--- config.mk ---
export PLATFORM = sky130hd
export DESIGN_NAME = eps_divstage
export DESIGN_NICKNAME = d
export VERILOG_FILES = /design/src/sv/eps_pkg.sv /design/src/sv/eps_divstage.sv
export SDC_FILE = /design/constraint.sdc
export NUM_CORES = 1
export LEC_CHECK = 0
export BUFFER_PORTS_ARGS = -buffer_cell sky130_fd_sc_hd__buf_2
export CAP_MARGIN = 20
export CORE_MARGIN = 1.5
export CORE_UTILIZATION = 50
export DETAILED_ROUTE_END_ITERATION = 7
export PLACE_DENSITY = 0.84
export SLEW_MARGIN = 20
export SYNTH_ARGS = -nofsm -noshare
export SYNTH_HDL_FRONTEND = slang
export SYNTH_SLANG_ARGS = --single-unit
export TNS_END_PERCENT = 1
--- constraint.sdc ---
create_clock -name vclk -period 11.41
set_input_delay 2.8525 -clock vclk [all_inputs]
set_output_delay 2.8525 -clock vclk [all_outputs]
set_load 0.005 [all_outputs]
--- src/sv/eps_pkg.sv ---
// Shared constants and types for the envelope phase splitter.
`timescale 1ns / 1ps
package eps_pkg;
    localparam int W = 16;
    localparam int SQ_W = 2 * W + 1;
    localparam int ROOT_W = W + 1;
    localparam int NUM_W = W + 16 + ((W >= 15) ? (W - 15) : 0);
    localparam int NUM_SHIFT = (W >= 15) ? (W - 15) : 0;
    localparam int DEN_SHIFT = (W >= 15) ? 0 : (15 - W);
    localparam int DEN_W = ROOT_W + DEN_SHIFT + 1;
    localparam int Q_W = NUM_W + 1;

    typedef enum logic [1:0] {
        REG_RUN_ENABLE = 2'd0,
        REG_SCALED_MODE = 2'd1,
        REG_ENV_GAIN = 2'd2,
        REG_PHASE_GAIN = 2'd3
    } reg_index_t;

    // Control fields that travel with each item down the pipeline.
    typedef struct packed {
        logic run;
        logic scaled;
        logic neg_i;
        logic neg_q;
        logic [15:0] env_gain;
        logic [15:0] ph_gain;
    } ctl_t;
endpackage

--- src/sv/eps_divstage.sv ---
// One restoring-division bit step, instantiated separately for each phase divider.
`timescale 1ns / 1ps
module eps_divstage (
    input  logic [eps_pkg::Q_W-1:0]   rem,
    input  logic [eps_pkg::DEN_W-1:0] den,
    input  logic                      num_bit,
    output logic [eps_pkg::Q_W-1:0]   rem_out,
    output logic                      q_bit
);
    logic [eps_pkg::Q_W:0] trial;
    always_comb
    begin
        trial = {rem, num_bit} - {{(eps_pkg::Q_W + 1 - eps_pkg::DEN_W){1'b0}}, den};
        q_bit = ~trial[eps_pkg::Q_W];
        rem_out = q_bit ? trial[eps_pkg::Q_W-1:0] : {rem[eps_pkg::Q_W-2:0], num_bit};
    end
endmodule

==> flow_metrics.env <==
export IMPL_ys_types=43
export IMPL_crit_path_cell_trace="buf_2 > or4_4 > or3_4 > nor4_4 > nand4_1 > xnor2_4 > buf_16 > nor3_1 > xor2_1 > buf_2"
export IMPL_hold_violations=0
export IMPL_overflow=0
export IMPL_mostFrequentLayoutCells="buf_2, nand2_1, o21ai_0"
export IMPL_drt_total_wl_um=4284
export IMPL_worstPathMaxFanout=27
export IMPL_post_route_min_period_ns=8.477
export IMPL_power_density_mw_per_mm2=45.57
export IMPL_slowest_stage="xnor2_4"
export IMPL_setup_viol=0
export IMPL_yosysSeqAreaShare_pct=0
export IMPL_dp_slack_ns=2.652
export IMPL_slowest_delay_ns=0.57
export IMPL_dieWidth_um=60.37
export IMPL_path_buf_inv=3
export IMPL_crit_type="in2out"
export IMPL_pwr_share_comb_pct=100.0
export IMPL_rsz0062_at_grt="no"
export IMPL_io_pins=88
export IMPL_worst_pin_slew_ns=0.6134
export IMPL_cp_top_family="simple AND/OR/NAND/NOR gates"
export IMPL_num_antenna_cells=0
export IMPL_rows=20
export IMPL_clkbuf_count=0
export IMPL_seqPwrFrac_pct=0
export IMPL_synth_warnings=0
export IMPL_synthCells=254
export IMPL_antenna_found_initial=0
export IMPL_layout_drive_gt1_share_pct=28.36
export IMPL_fin_crit_sh_pct=74.30
export IMPL_syn_area_per_cell_um2=6.478
export IMPL_drt_iter0_markers=102
export IMPL_start_util_pct=53.46
export IMPL_pwr_share_clk_pct=0
export IMPL_min_path_type="in2out"
export IMPL_grt_pass1_wl_um=6741
export IMPL_drc_errors=0
export IMPL_synth_nets=326
export IMPL_detail_route_vias_per_cell=5.404
export IMPL_cp_start_kind="primary input"
export IMPL_power_total_mw=0.09671
export IMPL_fin_tns_setup_ns=0
export IMPL_yosysTopAreaCell="ha_1"
export IMPL_gp_routability_congestion=0.8850
export IMPL_cts_hold_buffers=0
export IMPL_dieArea_mm2=0.003644
export IMPL_final_cell_count_no_fill=379
export IMPL_p_leak_nw=1.094
export IMPL_slew_viol_final=0
export IMPL_fin_ws_ns=2.933
export IMPL_coreArea_mm2=0.003078
export IMPL_ir_drop_v=0.00002766
export IMPL_ys_top_cells_by_area="ha_1, xor2_1, o21ai_0"
export IMPL_dp_hpwl_um=3569
export IMPL_max_slew_margin_pct=59.10
export IMPL_routedWlPerCell_um=11.30
export IMPL_seq_cells=0
export IMPL_placed_cells=378
export IMPL_maxClockFrequency_mhz=118.0
export IMPL_detail_route_antenna_nets=0
export IMPL_grt_max_degree=52
export IMPL_arrival_ns=5.62
export IMPL_vias=2048
export IMPL_status="complete, no violations"
export IMPL_cts_resized=0
export IMPL_fp_dieH_um=60.37
export IMPL_final_util_pct=68.94
export IMPL_syn_area_mm2=0.001645
export IMPL_setup_worst_path_end_class="output port"
export IMPL_first_global_vias=1734
export IMPL_post_cts_buffers=0
export IMPL_crit_required_ns=8.56
export IMPL_cpMostUsedCell="buf_2"
export IMPL_cap_viol_max_count=0
export IMPL_cellInternalPower_mw=0.04486
export IMPL_area_growth_syn_to_layout_pct=28.97
export IMPL_yosys_area_top_type_share_pct=13.69
export IMPL_switching_power_mw=0.05184
export IMPL_grt_usage_pct=22.30
export IMPL_sw_frac_of_total_pct=53.61
export IMPL_register_area_um2=0
export IMPL_final_nets=409
export IMPL_mostFrequentLayoutCell="buf_2"
export IMPL_drt_pass1_iterations=4
export IMPL_io_buffer_count=88
[final timing paths]
| check | startpoint | to | slack, ns | cells past startpoint |
|---|---|---|---|---|
| worst min-delay path | rem[28] | rem_out[29] | 5.97 | 3 |
| worst max-delay path | rem[28] | rem_out[25] | 2.93 | 10 |
[cell type report]
cell class	count	area [um^2]
repair buffers	89	467.9
multi-input cells	223	1513
well taps	44	55.05
fillers	316	955.9
inverters	23	86.33
[cell families (layout without fill, tap and decap cells)]
family / after synthesis / after routing / synth area share (%)
mux: 2 / 2 / 1.217
simple gates: 105 / 105 / 33.84
xor+xnor: 30 / 30 / 16.43
compound gates: 67 / 67 / 24.87
fa+ha+maj: 19 / 19 / 14.91
buf+inv: 31 / 112 / 8.745
[stage by stage]
stage / hold WS, ns / area [um^2]
2_1_floorplan: 5.760 / 1645
6_report: 5.974 / 2122
3_5_place_dp: 5.975 / 2095
3_3_place_gp: 5.970 / 2095
4_1_cts: 5.976 / 2095
5_1_grt: 5.997 / 2122
[worst min-delay path, stage by stage]
cell and delay, ns:
buf_2 0.10, xor2_1 0.06, buf_2 0.12
[synthesized netlist by cell type, types with 2 or more instances]
master and instances:
a21o_1 6, a21oi_1 14, a221o_1 2, a31oi_1 3
and2_1 2, and3_1 3, buf_6 3, clkbuf_1 3
ha_1 18, inv_1 23, mux2i_1 2, nand2_1 33
nand2b_1 4, nand3_1 6, nand4_1 4, nor2_1 11
nor2b_1 6, nor3_1 13, nor3b_1 3, nor4_1 8
o2111ai_1 2, o211ai_1 2, o21a_1 3, o21ai_0 26
o31ai_1 3, o41ai_1 2, or2_2 2, or3_1 3
or4_1 3, xnor2_1 8, xor2_1 21
[routing by layer]
metal | vias up | share of wire [%] | GRT usage [%]
met3 | 0 | 5.3 | 0
met1 | 912 | 45 | 28.95
met5 | - | 0 | 0
met4 | 0 | 0 | 0.6349
met2 | 60 | 50 | 43.48
li1 | 1076 | - | -
[power groups by stage]
stage / combinational (mW) / sequential [mW] / clock, mW
2_1_floorplan: 0.0619 / 0 / 0
3_3_place_gp: 0.0932 / 0 / 0
3_5_place_dp: 0.0950 / 0 / 0
4_1_cts: 0.0955 / 0 / 0
5_1_grt: 0.109 / 0 / 0
6_report: 0.0967 / 0 / 0
Power figures use the tool's default switching activity.
